File: config.mk
export PLATFORM = sky130hd
export DESIGN_NAME = chunked_transfer_decoder_top
export DESIGN_NICKNAME = d
export VERILOG_FILES = /design/src/rtl/cdec_pkg.sv /design/src/rtl/cdec_core.sv /design/src/rtl/cdec_outreg.sv /design/src/rtl/chunked_transfer_decoder_top.sv
export VERILOG_INCLUDE_DIRS = /design/src /design/src/rtl
export SDC_FILE = /design/constraint.sdc
export NUM_CORES = 1
export LEC_CHECK = 0
export BUFFER_PORTS_ARGS = -buffer_cell sky130_fd_sc_hd__buf_4
export CAP_MARGIN = 20
export CELL_PAD_IN_SITES_DETAIL_PLACEMENT = 0
export CELL_PAD_IN_SITES_GLOBAL_PLACEMENT = 2
export CORE_AREA = 2 2 113 115
export CTS_CLUSTER_SIZE = 20
export DETAILED_ROUTE_END_ITERATION = 12
export DIE_AREA = 0 0 115 117
export PLACE_DENSITY_LB_ADDON = 0.12
export SLEW_MARGIN = 25
export SYNTH_ARGS = -nofsm -noshare
export SYNTH_HDL_FRONTEND = slang
export SYNTH_HIERARCHICAL = 1
export SYNTH_SLANG_ARGS = --single-unit
File: constraint.sdc
create_clock -name clk -period 4.75 [get_ports clk]
set_clock_uncertainty 0.2 [all_clocks]
set_input_delay 0.2375 -clock clk [delete_from_list [all_inputs] [get_ports clk]]
set_output_delay 0.2375 -clock clk [all_outputs]
set_load 0.01 [all_outputs]
File: src/rtl/assert_macros.svh
// Assertion macros shared by the chunked decoder modules.
// Define NO_ASSERTIONS to compile them away.
`ifndef ASSERT_MACROS_SVH
`define ASSERT_MACROS_SVH

`ifndef NO_ASSERTIONS

// When ante holds at a clock edge, cons holds at the same edge.
`define ASSERT_IMPLIES(label, clk, rst_n, ante, cons) \
    label: assert property (@(posedge clk) disable iff (!rst_n) (ante) |-> (cons)) \
        else $error("assertion failed: implication");

// When ante holds at a clock edge, cons holds at the next edge.
`define ASSERT_NEXT(label, clk, rst_n, ante, cons) \
    label: assert property (@(posedge clk) disable iff (!rst_n) (ante) |=> (cons)) \
        else $error("assertion failed: next-cycle implication");

// cond never holds at a clock edge.
`define ASSERT_NEVER(label, clk, rst_n, cond) \
    label: assert property (@(posedge clk) disable iff (!rst_n) !(cond)) \
        else $error("assertion failed: forbidden condition");

`else

`define ASSERT_IMPLIES(label, clk, rst_n, ante, cons)
`define ASSERT_NEXT(label, clk, rst_n, ante, cons)
`define ASSERT_NEVER(label, clk, rst_n, cond)

`endif

`endif

File: src/rtl/cdec_pkg.sv
`timescale 1ns / 1ps

package cdec_pkg;

    localparam int SIZE_BITS_DEFAULT = 31;

    localparam logic [7:0] CH_LF    = 8'h0A;
    localparam logic [7:0] CH_CR    = 8'h0D;
    localparam logic [7:0] CH_TAB   = 8'h09;
    localparam logic [7:0] CH_VT    = 8'h0B;
    localparam logic [7:0] CH_FF    = 8'h0C;
    localparam logic [7:0] CH_SPACE = 8'h20;
    localparam logic [7:0] CH_PLUS  = 8'h2B;
    localparam logic [7:0] CH_LOW_X = 8'h78;
    localparam logic [7:0] CH_UP_X  = 8'h58;

    // One decoded result per accepted byte.
    typedef struct packed {
        logic [7:0] out_byte;
        logic       payload_valid;
        logic       chunk_last;
        logic       body_done;
        logic       format_error;
    } result_t;

    function automatic logic is_blank(input logic [7:0] c);
        logic r;
        r = (c == CH_SPACE) || (c == CH_TAB) || (c == CH_CR) ||
            (c == CH_VT) || (c == CH_FF);
        return r;
    endfunction

    // Bit 4 flags a hex digit; bits 3:0 hold its value.
    function automatic logic [4:0] hex_digit(input logic [7:0] c);
        logic [4:0] r;
        r = 5'd0;
        if (c inside {[8'h30:8'h39]})
        begin
            r = {1'b1, 4'(c - 8'h30)};
        end
        else if (c inside {[8'h61:8'h66]})
        begin
            r = {1'b1, 4'(c - 8'h57)};
        end
        else if (c inside {[8'h41:8'h46]})
        begin
            r = {1'b1, 4'(c - 8'h37)};
        end
        return r;
    endfunction

endpackage

File: src/rtl/cdec_core.sv
`timescale 1ns / 1ps
`include "assert_macros.svh"

module cdec_core #(
    parameter int SIZE_BITS = cdec_pkg::SIZE_BITS_DEFAULT
) (
    input  logic              clk,
    input  logic              rst_n,
    input  logic              accept,
    input  logic [7:0]        in_byte,
    input  logic              start_body,
    output cdec_pkg::result_t result
);

    typedef enum logic [2:0] {
        PH_LEAD, PH_SIGN, PH_DIGITS, PH_TRAIL, PH_PAYLOAD, PH_SKIP, PH_DONE, PH_ERROR
    } phase_t;

    phase_t               phase_reg, phase_next, phase_cur;
    logic [SIZE_BITS-1:0] size_reg, size_next, size_cur;
    logic                 digit_reg, digit_next, digit_cur;
    logic                 lone_reg, lone_next, lone_cur;
    logic [SIZE_BITS-1:0] rem_reg, rem_next, rem_cur;

    logic [4:0]           hex;
    logic                 blank;
    logic                 overflow;
    logic [SIZE_BITS-1:0] size_shifted;

    always_comb
    begin
        // A start flag makes this byte see the reset state.
        phase_cur = start_body ? PH_LEAD : phase_reg;
        size_cur  = start_body ? '0 : size_reg;
        digit_cur = start_body ? 1'b0 : digit_reg;
        lone_cur  = start_body ? 1'b0 : lone_reg;
        rem_cur   = start_body ? '0 : rem_reg;

        hex          = cdec_pkg::hex_digit(in_byte);
        blank        = cdec_pkg::is_blank(in_byte);
        overflow     = |size_cur[SIZE_BITS-1 -: 4];
        size_shifted = {size_cur[SIZE_BITS-5:0], hex[3:0]};

        phase_next = phase_cur;
        size_next  = size_cur;
        digit_next = digit_cur;
        lone_next  = lone_cur;
        rem_next   = rem_cur;
        result     = '0;

        case (phase_cur)
            PH_LEAD, PH_SIGN:
            begin
                if (in_byte == cdec_pkg::CH_LF)
                begin
                    phase_next = PH_ERROR;
                end
                else if (phase_cur == PH_LEAD && blank)
                begin
                    phase_next = PH_LEAD;
                end
                else if (phase_cur == PH_LEAD && in_byte == cdec_pkg::CH_PLUS)
                begin
                    phase_next = PH_SIGN;
                end
                else if (hex[4] && !overflow)
                begin
                    size_next  = size_shifted;
                    lone_next  = !digit_cur && (hex[3:0] == 4'd0);
                    digit_next = 1'b1;
                    phase_next = PH_DIGITS;
                end
                else
                begin
                    phase_next = PH_ERROR;
                end
            end
            PH_DIGITS, PH_TRAIL:
            begin
                if (in_byte == cdec_pkg::CH_LF)
                begin
                    if (!digit_cur)
                    begin
                        phase_next = PH_ERROR;
                    end
                    else
                    begin
                        phase_next = (size_cur == '0) ? PH_DONE : PH_PAYLOAD;
                        if (size_cur != '0)
                        begin
                            rem_next = size_cur;
                        end
                        size_next  = '0;
                        digit_next = 1'b0;
                        lone_next  = 1'b0;
                    end
                end
                else if (phase_cur == PH_TRAIL)
                begin
                    if (!blank)
                    begin
                        phase_next = PH_ERROR;
                    end
                end
                else if (hex[4])
                begin
                    if (overflow)
                    begin
                        phase_next = PH_ERROR;
                    end
                    else
                    begin
                        size_next  = size_shifted;
                        lone_next  = 1'b0;
                        digit_next = 1'b1;
                    end
                end
                else if ((in_byte == cdec_pkg::CH_LOW_X || in_byte == cdec_pkg::CH_UP_X)
                         && lone_cur)
                begin
                    // The leading zero was a 0x prefix; digits must follow.
                    lone_next  = 1'b0;
                    digit_next = 1'b0;
                    size_next  = '0;
                end
                else if (blank && digit_cur)
                begin
                    phase_next = PH_TRAIL;
                end
                else
                begin
                    phase_next = PH_ERROR;
                end
            end
            PH_PAYLOAD:
            begin
                result.out_byte      = in_byte;
                result.payload_valid = 1'b1;
                rem_next             = rem_cur - SIZE_BITS'(1);
                if (rem_cur == SIZE_BITS'(1))
                begin
                    result.chunk_last = 1'b1;
                    phase_next        = PH_SKIP;
                end
            end
            PH_SKIP:
            begin
                if (in_byte == cdec_pkg::CH_LF)
                begin
                    phase_next = PH_LEAD;
                end
            end
            default:
            begin
                phase_next = phase_cur;
            end
        endcase

        result.body_done    = (phase_next == PH_DONE);
        result.format_error = (phase_next == PH_ERROR);
    end

    always_ff @(posedge clk or negedge rst_n)
    begin
        if (!rst_n)
        begin
            phase_reg <= PH_LEAD;
            size_reg  <= '0;
            digit_reg <= 1'b0;
            lone_reg  <= 1'b0;
            rem_reg   <= '0;
        end
        else if (accept)
        begin
            phase_reg <= phase_next;
            size_reg  <= size_next;
            digit_reg <= digit_next;
            lone_reg  <= lone_next;
            rem_reg   <= rem_next;
        end
    end

    `ASSERT_IMPLIES(a_last_is_payload, clk, rst_n, accept && result.chunk_last,
                    result.payload_valid)
    `ASSERT_NEVER(a_done_error_excl, clk, rst_n,
                  accept && result.body_done && result.format_error)
    `ASSERT_IMPLIES(a_done_sticks, clk, rst_n, accept && !start_body && phase_reg == PH_DONE,
                    result.body_done && !result.payload_valid)

endmodule

File: src/rtl/cdec_outreg.sv
`timescale 1ns / 1ps
`include "assert_macros.svh"

module cdec_outreg (
    input  logic              clk,
    input  logic              rst_n,
    input  logic              load,
    input  cdec_pkg::result_t result,
    output logic              ready,
    output logic              out_valid,
    input  logic              out_ready,
    output cdec_pkg::result_t result_out
);

    cdec_pkg::result_t result_reg;
    logic              valid_reg;

    // The register may take a new request in the cycle its content leaves.
    assign ready      = !valid_reg || out_ready;
    assign out_valid  = valid_reg;
    assign result_out = result_reg;

    always_ff @(posedge clk or negedge rst_n)
    begin
        if (!rst_n)
        begin
            valid_reg <= 1'b0;
        end
        else if (load)
        begin
            valid_reg <= 1'b1;
        end
        else if (out_ready)
        begin
            valid_reg <= 1'b0;
        end
    end

    always_ff @(posedge clk)
    begin
        if (load)
        begin
            result_reg <= result;
        end
    end

    `ASSERT_NEXT(a_load_shows, clk, rst_n, load, valid_reg && result_reg == $past(result))
    `ASSERT_NEVER(a_no_overwrite, clk, rst_n, load && valid_reg && !out_ready)

endmodule

File: src/rtl/chunked_transfer_decoder_top.sv
`timescale 1ns / 1ps
// Chunked transfer decoder: takes one raw body byte per request and returns
// one result per request.
// Input channel: in_valid/in_ready with in_byte and start_body. A high
// start_body restarts decoding at a size line before its byte is handled.
// Output channel: out_valid/out_ready with out_byte, payload_valid,
// chunk_last, body_done and format_error.
// A result is registered and shows the cycle after its byte is accepted.
// One byte per cycle while the receiver keeps taking results; the decode
// logic from the state registers to the output register is combinational.
// When the receiver stalls, the result waits in the output register and
// in_ready drops until it is taken; in the cycle it is taken a new byte is
// accepted. Reset clears the decoder state and empties the output register;
// no byte is lost or repeated across a stall.
// body_done and format_error stay high until the next start_body.

module chunked_transfer_decoder_top #(
    parameter int SIZE_BITS = cdec_pkg::SIZE_BITS_DEFAULT
) (
    input  logic       clk,
    input  logic       rst_n,
    input  logic       in_valid,
    output logic       in_ready,
    input  logic [7:0] in_byte,
    input  logic       start_body,
    output logic       out_valid,
    input  logic       out_ready,
    output logic [7:0] out_byte,
    output logic       payload_valid,
    output logic       chunk_last,
    output logic       body_done,
    output logic       format_error
);

    logic              accept;
    cdec_pkg::result_t step_result;
    cdec_pkg::result_t held_result;

    assign accept = in_valid && in_ready;

    cdec_core #(
        .SIZE_BITS(SIZE_BITS)
    ) u_core (
        .clk       (clk),
        .rst_n     (rst_n),
        .accept    (accept),
        .in_byte   (in_byte),
        .start_body(start_body),
        .result    (step_result)
    );

    cdec_outreg u_outreg (
        .clk       (clk),
        .rst_n     (rst_n),
        .load      (accept),
        .result    (step_result),
        .ready     (in_ready),
        .out_valid (out_valid),
        .out_ready (out_ready),
        .result_out(held_result)
    );

    assign out_byte      = held_result.out_byte;
    assign payload_valid = held_result.payload_valid;
    assign chunk_last    = held_result.chunk_last;
    assign body_done     = held_result.body_done;
    assign format_error  = held_result.format_error;

endmodule

# After elaboration in Yosys (flattened, before gate mapping)
# Cells that the tools add are included.
# classes
div	0
multipliers	0
mux	64
eq_ne	17
order_cmp	6
n_addsub	4
reduce_logical	27
shifts	0
bitwise	0
# ops
cell	n
$mux 31	15
$pmux 31 s2	2
$mux 3	15
$eq 8x4->1 const B	5
$eq 31x1->1 const B	1
$logic_not 31->1	1
$reduce_bool 31->1	1
$sub 31x1->31 const B	1
$mux 1	24
$eq 8x6->1 const B	2
$eq 8x7->1 const B	2
$ge 8x7->1 const B	2
$le 8x7->1 const B	2
$mux 5	3
$eq 3x3->1 const B	4
$pmux 3 s4	1
$logic_and 1x1->1	10
$ge 8x6->1 const B	1
$le 8x6->1 const B	1
$sub 4x3->4 const B	2
$eq 3x2->1 const B	2
$logic_or 1x1->1	6
$logic_not 4->1	1
$mux 2	2
other kinds (8)	12
# totals
input_bits	13
word_cells	129
out_inout_bits	14
regBits	80
latchBits	0
rom_bits	0
ram_bits	0
memories	0

# Longest topological paths before layout
# Gate-level depths: netlist (run 1).
# depth
word_depth	13
ltp_mapped	10
depth_no_buf	8

# Hierarchy
# Netlist (run 1), hierarchy kept.
# by_module_without_submodules
module	seq_area_each_um2	area_each_um2	cells_each	instances
cdec_core	1676.6	4583.1	522	1
cdec_outreg	385.4	407.9	15	1
chunked_transfer_decoder_top	0.0	6.3	1	1

# Least setup slack after synthesis (run 1)
# OpenSTA, ideal clock, no wires.
# synth_path
path_kind	in2reg
from	in in_byte[0]
to	reg u_outreg.result_reg, in the netlist u_outreg/result_out[1] (data pin)
path_buffers	1
path_stages	9
required_ns	4.392
slack_ns	2.250
setup_time_ns	0.158
t_arrival_ns	2.142
cell_sequence	inv_1 ha_1 o21bai_1 a2111oi_2 o21a_1 buf_4 o21ai_1 or4_1 a211oi_2
# synth_rtl
element	line_no	rtl
from (decl)	chunked_transfer_decoder_top.sv:24	input logic [7:0] in_byte,
to (signal assigned)	cdec_outreg.sv:43	result_reg <= result;
to (decl)	cdec_outreg.sv:15	cdec_pkg::result_t result_reg;

# Worst setup path in the final report (run 1)
# layout_path
from	reg u_core.phase_reg[1]
to	reg u_core.rem_reg[13]
# layout_between
elab_chain_len	4
word_cells_on_any_way	6
cone_classes	3 x eq/ne; 2 x mux; 1 x reduce/logical
# layout_rtl
element	line_no	rtl
from (decl)	cdec_core.sv:19	phase_t phase_reg, phase_next, phase_cur;
from (signal assigned)	cdec_core.sv:175	phase_reg <= phase_next;
$mux 3 (*)	cdec_core.sv:33	phase_cur = start_body ? PH_LEAD : phase_reg;
$eq 3x2->1	cdec_core.sv:51	case (phase_cur)
$reduce_or 2->1	cdec_core.sv:51	
$pmux 31 s2 (*)	cdec_core.sv:51	
to (signal assigned)	cdec_core.sv:179	rem_reg <= rem_next;
to (decl)	cdec_core.sv:23	logic [SIZE_BITS-1:0] rem_reg, rem_next, rem_cur;
# Every way passes the cells marked *; elsewhere a longest branch is shown, timed or not.
# A chain may end at the register's enable or synchronous reset.

==> flow_summary_export.csv, run 1 <==
group,metric,value,unit
clock_network,h-tree-depth,3,
power_and_ir_drop,p_per_area,404.5,nW/um^2
setup_path,cp-end-kind,"register",
clock_network,cts_tree,"done",
synthesis,async_reset_ff_share,85.00,%
sta,min_period,3.295,ns
clock_network,cts.repair.resized,0,
floorplan,dieArea,13460,sq um
synthesis,synth_nets,558,
grt,grt_usage,24.96,%
setup_path,r2r-end,"u_core/rem_reg[13]",
detailed_routing,vias,4551,
cells_and_area,nFillCells,1201,
clock_network,clock-root-buffer,"clkbuf_16",
detailed_routing,drt_first_pass_iters,7,
synthesis,synth_ff_type,"dfrtp_1",
setup_path,startpoint_type,"register",
grt,gr-total-overflow,0,
sta,final_hold_viol_count,0,
cells_and_area,final_nets,570,
detailed_routing,drt_iter0_markers,419,
floorplan,ios,27,
sta,worst_slew_pin_slew,0.9876,ns
setup_path,reg2reg_depth,7,
cells_and_area,syn2layout_area_growth,12.39,%
setup_path,worst_ep_arrival_time,3.33,ns
placed_design,dp_slack,1.367,ns
placed_design,gp_congestion,0.8359,
synthesis,avgSynthCellArea,9.289,sq um
setup_path,cp_data_required_time,4.79,ns
cells_and_area,drive_above_1_share,13.33,%
synthesis,ys_seq_area_share,41.26,%
grt,grt_max_degree,69,
hold_path,hp-class,"in2reg",
cells_and_area,final_cell_mix,"68 x dfrtp_1, 46 x nor2_1, 39 x nand2_1",
synthesis,synth_edf_count,12,
power_and_ir_drop,ir_drop,0.1830,mV
grt,grt_pass1_wl,25.19,mm
setup_path,cp_max_fo,13,
clock_network,numCtsBuffers,9,
job,maxCapViolCount,0,
synthesis,ys_warn_count,6,
clock_network,cts_hold_buf,2,
synthesis,synthesis.area,4997,sq um
hold_path,hold_path_end,"u_outreg/result_out[10]",
clock_network,clk_pin_slew_worst_paths,0.07,ns
placed_design,dpl_cell_area,5288,sq um
detailed_routing,postRouteAntennaNets,0,
synthesis,synth_fa_ha_area_share,1.753,%
setup_path,cp_slowest_cell,"or3_1",
clock_network,cts_post_setup_buffers_inserted,0,
detailed_routing,via_per_inst,6.455,
setup_path,r2r_start,"u_core/phase_reg[1]",
setup_path,crit_path_start,"u_core/phase_reg[1]",
synthesis,synth_top_family_by_area,"compound AO/OA/AOI/OAI gates",
setup_path,crit_type,"reg2reg",
synthesis,syn_inst,538,
sta,slew_violations,0,
setup_path,cpPeakStageDelay,0.66,ns
grt,grt_pass1_vias,4228,
grt,antenna_found_initial,0,
hold_path,hold-path-cell-count,2,
detailed_routing,wire_per_inst,22.83,microns
floorplan,coreArea,12310,sq um
status,status,"finished, final reports clean",
clock_network,clock-sinks,80,
setup_path,cp_cell_sequence,"inv_1 > or3_1 > a311oi_2 > buf_4 > or2_0 > o21ai_0 > a221o_1",
floorplan,fp-row-count,41,
hold_path,hold_path_startpoint,"in_byte[6]",
cells_and_area,fin_util,45.62,%
synthesis,synth_simple_gate_area_share,21.81,%
cells_and_area,fin_area,5617,sq um
floorplan,initial_core_util,40.59,%
placed_design,io_buffers,26,
synthesis,ys_seq_elements,80,
synthesis,ys_types,82,
sta,fin_ws,1.455,ns
cells_and_area,final_common_cell,"dfrtp_1",
cells_and_area,antenna_cells,0,
sta,timing.fmax,0.3035,GHz
power_and_ir_drop,leakagePower,0.002307,uW
sta,grt_setup_unrepaired,"false",
clock_network,cts_buffer_depth,2,
clock_network,clk_latency,0.35,ns
detailed_routing,route.detailed.drc,0,
synthesis,muxShareOfSynthArea,1.602,%
sta,fin_setup_tns,0,ns
setup_path,reg2reg_slack,1.45,ns
floorplan,die_x,115,microns
detailed_routing,routed_wirelength,16.10,mm
sta,setup_violations,0,
synthesis,synth_compound_gate_area_share,28.77,%
sta,relSlewSlack,33.91,%
synthesis,yosys.area_share.xor_xnor,0.3505,%
floorplan,die_height,117,microns
sta,period_share,69.37,%
placed_design,dpl.hpwl,11.11,mm
## per-layer routing
metal | global-route usage (%) | part of all wire [%] | vias up
li1 | - | - | 2102
met1 | 35.85 | 47 | 2260
met2 | 38.16 | 45 | 163
met3 | 3.708 | 5.6 | 26
met4 | 9.639 | 2.5 | 0
met5 | 0 | 0 | -
## kinds of logic after synthesis
family                     after synthesis
adders and majority gates                7
AOI/OAI and AO/OA                      188
and+or+nand+nor                        201
DFF                                     80
xor gates and xnor gates                 2
buffers and inverters                   52
muxes                                    8
## cells in the mapped netlist (5+ instances only)
cell	instances	area [sq um]
dfrtp_1	68	1702
nor2_1	46	172.7
nand2_1	39	146.4
o21ai_0	34	170.2
a22o_1	32	280.3
a21oi_1	26	130.1
nor3_1	22	110.1
nand3_1	21	105.1
clkbuf_1	20	75.07
inv_1	16	60.06
nor4_1	14	87.58
buf_2	12	60.06
edfxtp_1	12	360.4
and2_1	11	68.82
o21ai_1	10	50.05
mux2i_1	8	80.08
ha_1	7	87.58
nor2b_1	7	43.79
o211ai_1	7	52.55
a22oi_1	5	37.54
a31oi_1	5	31.28
o21a_1	5	37.54
o221ai_1	5	43.79
## layout make-up
type                       instances  area, sq um  share of cell area, %
tap                              150        187.7                  3.341
timing repair buffer              36        275.3                  4.901
sequential                        80         2062                  36.71
multi-input combinational        406         2721                  48.45
inverter                          17        68.82                  1.225
clock inverter                     4        33.78                 0.6015
clock buffer                      12        267.8                  4.767
## critical path: cells and delay by family (launching register included)
kind,cells,cell delay (ns)
AOI/OAI and AO/OA,3,0.77
buffers and inverters,2,0.47
DFF,1,0.60
and+or+nand+nor,2,1.13
## how the worst max path moves through the flow
stage	endpoint	slack [ns]
after CTS	u_core/rem_reg[13]	1.56
after floorplan	u_outreg/result_out[1]	2.25
final	u_core/rem_reg[13]	1.45
after global routing	u_core/rem_reg[13]	1.25
after detailed placement	u_core/size_reg[13]	1.37
after global placement	u_core/size_reg[26]	1.43
## through the flow
step / total power (uW) / cells / hold slack (ns)
finish: 2272 / 705 / 0.01530
floorplan: 1353 / 538 / -0.2581
global placement: 1541 / 686 / 0.2377
global route: 2388 / 705 / 0.02253
detailed placement: 1542 / 686 / 0.2469
CTS: 2270 / 704 / 0.003840
## power by group
group / switching (uW) / total (uW) / internal, uW
Combinational: 384 / 619 / 235
Clock: 320 / 726 / 406
Sequential: 140 / 927 / 787
Total: 844 / 2270 / 1430
Note: power is estimated with default switching activity, not from simulation.
==> run 2, diff against run 1 <==
Settings changed: ABC_AREA set to 1, CORE_AREA 2 2 113 115 to 2 2 142 144, DIE_AREA 0 0 115 117 to 0 0 144 146.
Clock period 4.75 ns to 3.1 ns, I/O delays scaled along.
==> run 2 against run 1 <==
  * Routed wire length rose by 44%
  * Count of clock-buffer cells in the layout shrank 3
  * Register-to-register slack got worse by 0.89 ns
  * Sequential share of layout area shrank 9.4 points
  * Die area increased by 56%
  * Synthesized cell count grew 96%
  * Worst setup slack worse by 1.1 ns
  * Largest power group is now combinational logic
==> flow_summary_export.csv, run 2 <==
group,metric,value,unit
clock_network,clock-root-buffer,"clkbuf_16",
sta,min_period,2.725,ns
cells_and_area,fin_area,7538,sq um
sta,worst_slew_pin_slew,0.8214,ns
placed_design,dp_cells,1316,
synthesis,avgSynthCellArea,6.410,sq um
cells_and_area,final_cell_mix,"314 x nand2_1, 116 x nor2_1, 93 x inv_1",
detailed_routing,wl_met1,11.67,mm
sta,period_share,87.90,%
cells_and_area,syn2layout_area_growth,11.68,%
floorplan,coreArea,19330,sq um
synthesis,synth_top_family_by_area,"simple AND/OR/NAND/NOR gates",
grt,gr-total-overflow,0,
clock_network,clk_pin_slew_worst_paths,0.07,ns
synthesis,syn_inst,1053,
synthesis,ys_warn_count,6,
synthesis,synth_top_area_share,25.21,%
synthesis,synthesis.area,6750,sq um
sta,grt_setup_unrepaired,"false",
synthesis,synth_area_leaders,"dfrtp_1 25%, nand2_1 17%, nor2_1 6.5%, nand3_1 5.9%, edfxtp_1 5.3%",
cells_and_area,regArea,2062,sq um
grt,grt_max_degree,101,
setup_path,cp-end-kind,"register",
synthesis,synth_simple_gate_area_share,45.86,%
synthesis,synth_compound_gate_area_share,12.09,%
setup_path,crit_type,"in2reg",
cells_and_area,instances_no_fill,1338,
clock_network,cts_buffer_depth,2,
power_and_ir_drop,ir_drop,0.2591,mV
synthesis,synth_fa_ha_area_share,1.297,%
setup_path,cpPeakStageDelay,0.54,ns
hold_path,hp-class,"in2reg",
setup_path,critPathTopFamily,"simple AND/OR/NAND/NOR gates",
clock_network,h-tree-depth,3,
synthesis,yosys.area.top_type,"dfrtp_1",
cells_and_area,antenna_cells,0,
clock_network,cts_tree,"done",
grt,grt_usage,23.04,%
synthesis,ys_seq_area_share,30.55,%
cells_and_area,nFillCells,2151,
job,maxCapViolCount,0,
placed_design,gp_congestion,0.8662,
floorplan,die_x,144,microns
synthesis,synth_nets,1073,
synthesis,ys_types,40,
power_and_ir_drop,p_per_area,545.1,nW/um^2
synthesis,synth_ff_type,"dfrtp_1",
detailed_routing,drt_first_pass_iters,5,
placed_design,dpl.hpwl,16.82,mm
grt,grt_pass1_vias,6531,
synthesis,ys_seq_elements,80,
grt,antenna_found_initial,1,
setup_path,cp_cell_sequence,"dlygate4sd3_1 > buf_4 > inv_1 > nand2_1 > nor2_1 > nand2_2 > nand2_2 > nand2_4 > nand2_1 > nand3_2 > inv_2 > nand2_2 > nand2_1 > a21oi_1",
clock_network,clock-sinks,80,
detailed_routing,route.detailed.drc,0,
setup_path,startpoint_type,"input port",
cells_and_area,drive_above_1_share,14.82,%
sta,setup_violations,0,
floorplan,die_height,146,microns
detailed_routing,routed_wirelength,23.23,mm
sta,timing.fmax,0.3670,GHz
power_and_ir_drop,leakagePower,0.003808,uW
placed_design,dpl_cell_area,7161,sq um
sta,final_hold_viol_count,0,
synthesis,synth_most_common_cell,"nand2_1",
cells_and_area,fin_util,38.99,%
setup_path,cp_max_fo,15,
clock_network,clk_latency,0.35,ns
floorplan,fp-row-count,51,
synthesis,async_reset_ff_share,85.00,%
detailed_routing,via_per_inst,5.099,
setup_path,worst_ep_arrival_time,2.77,ns
synthesis,yosys.area_share.xor_xnor,0,%
clock_network,cts_post_setup_buffers_inserted,0,
sta,fin_setup_tns,0,ns
power_and_ir_drop,finalPower,4109,uW
detailed_routing,wire_per_inst,17.36,microns
detailed_routing,dr.max_layer_used,"met4",
sta,slew_violations,0,
cells_and_area,final_common_cell,"nand2_1",
cells_and_area,final_nets,1088,
cells_and_area,multi_input_area,3999,sq um
grt,grt_pass1_wl,37.37,mm
detailed_routing,drt_iter0_markers,469,
detailed_routing,postRouteAntennaNets,0,
detailed_routing,met3_wirelength,894,microns
floorplan,ios,27,
detailed_routing,vias,6822,
floorplan,initial_core_util,34.91,%
placed_design,io_buffers,26,
setup_path,cp_data_required_time,3.14,ns
synthesis,yosys-top-cells-count,"314 x nand2_1, 116 x nor2_1, 94 x inv_1, 79 x nand3_1, 68 x dfrtp_1",
sta,relSlewSlack,45.24,%
synthesis,synth_edf_count,12,
setup_path,cp_slowest_cell,"dlygate4sd3_1",
detailed_routing,dr_wl_met2,10.43,mm
floorplan,dieArea,21020,sq um
setup_path,crit_buf_inv,4,
clock_network,numCtsBuffers,9,
status,status,"finished, final reports clean",
synthesis,muxShareOfSynthArea,0,%
[run 2: final timing paths]
| kind | endpoint | start | depth (start not counted) | slack [ns] |
|---|---|---|---|---|
| worst max-delay path | u_core/size_reg[18] | in_byte[6] | 14 | 0.38 |
| worst min-delay path | u_outreg/result_out[6] | in_byte[2] | 3 | 0.02 |
| worst max register to register | u_core/rem_reg[21] | u_core/size_reg[1] | 13 | 0.56 |
| worst min register to register | u_core/size_reg[14] | u_core/size_reg[14] | 2 | 0.28 |
| max in group asynchronous | u_core/size_reg[25] | rst_n | 3 | 1.78 |
| min in group asynchronous | u_core/rem_reg[25] | rst_n | 2 | 0.23 |
[run 2: area by class of cell]
cell class / count / area share (%)
flip-flops and latches: 80 / 27.35
inverters: 107 / 5.378
well taps: 265 / 4.398
multi-input cells: 819 / 53.05
repair buffers: 51 / 5.610
clock buffers: 9 / 2.988
clock inverters: 7 / 1.228
[run 2: kinds of logic after synthesis]
kind of cell             Yosys count
AO/OA/AOI/OAI                    154
AND/OR/NAND/NOR                  658
flip-flops                        80
buffers and inverters            154
adder cells (fa/ha/maj)            7
[run 2: layer usage]
layer | vias up | GRT usage (%)
met2 | 121 | 35.60
li1 | 3460 | -
met4 | 0 | 4.265
met5 | - | 0
met1 | 3223 | 34.43
met3 | 18 | 3.126
[run 2: repair_timing]
| action | CTS | global route |
|---|---|---|
| hold buffers | 6 | 0 |
| resized for setup | 0 | 0 |
| endpoints found under the hold margin | 57 | 0 |
[run 2: through the flow]
| step | hold slack [ns] | setup slack (ns) |
|---|---|---|
| floorplan | -0.3406 | 0.8050 |
| global placement | 0.1070 | 0.3889 |
| detailed placement | 0.09602 | 0.4207 |
| CTS | 0.004678 | 0.4108 |
| global route | 0.05693 | 0.1621 |
| finish | 0.01609 | 0.3750 |
[run 2: power breakdown]
part	leakage (uW)	internal, uW	switching (uW)
registers	0.000954	1260	168
logic	0.00270	469	1010
clock network	0.000152	707	496
total	0.00381	2440	1670
[run 2: worst register-to-register path, stage by stage (launching register included)]
cell	delay, ns
dfrtp_1	0.47
nand2_1	0.14
nand2_1	0.08
nor2_1	0.14
nand2_1	0.09
nor2_1	0.18
nand2_2	0.22
nand2_4	0.11
buf_4	0.38
nand2_1	0.11
nand3_1	0.09
nand3_1	0.08
o21ai_1	0.10
inv_1	0.06
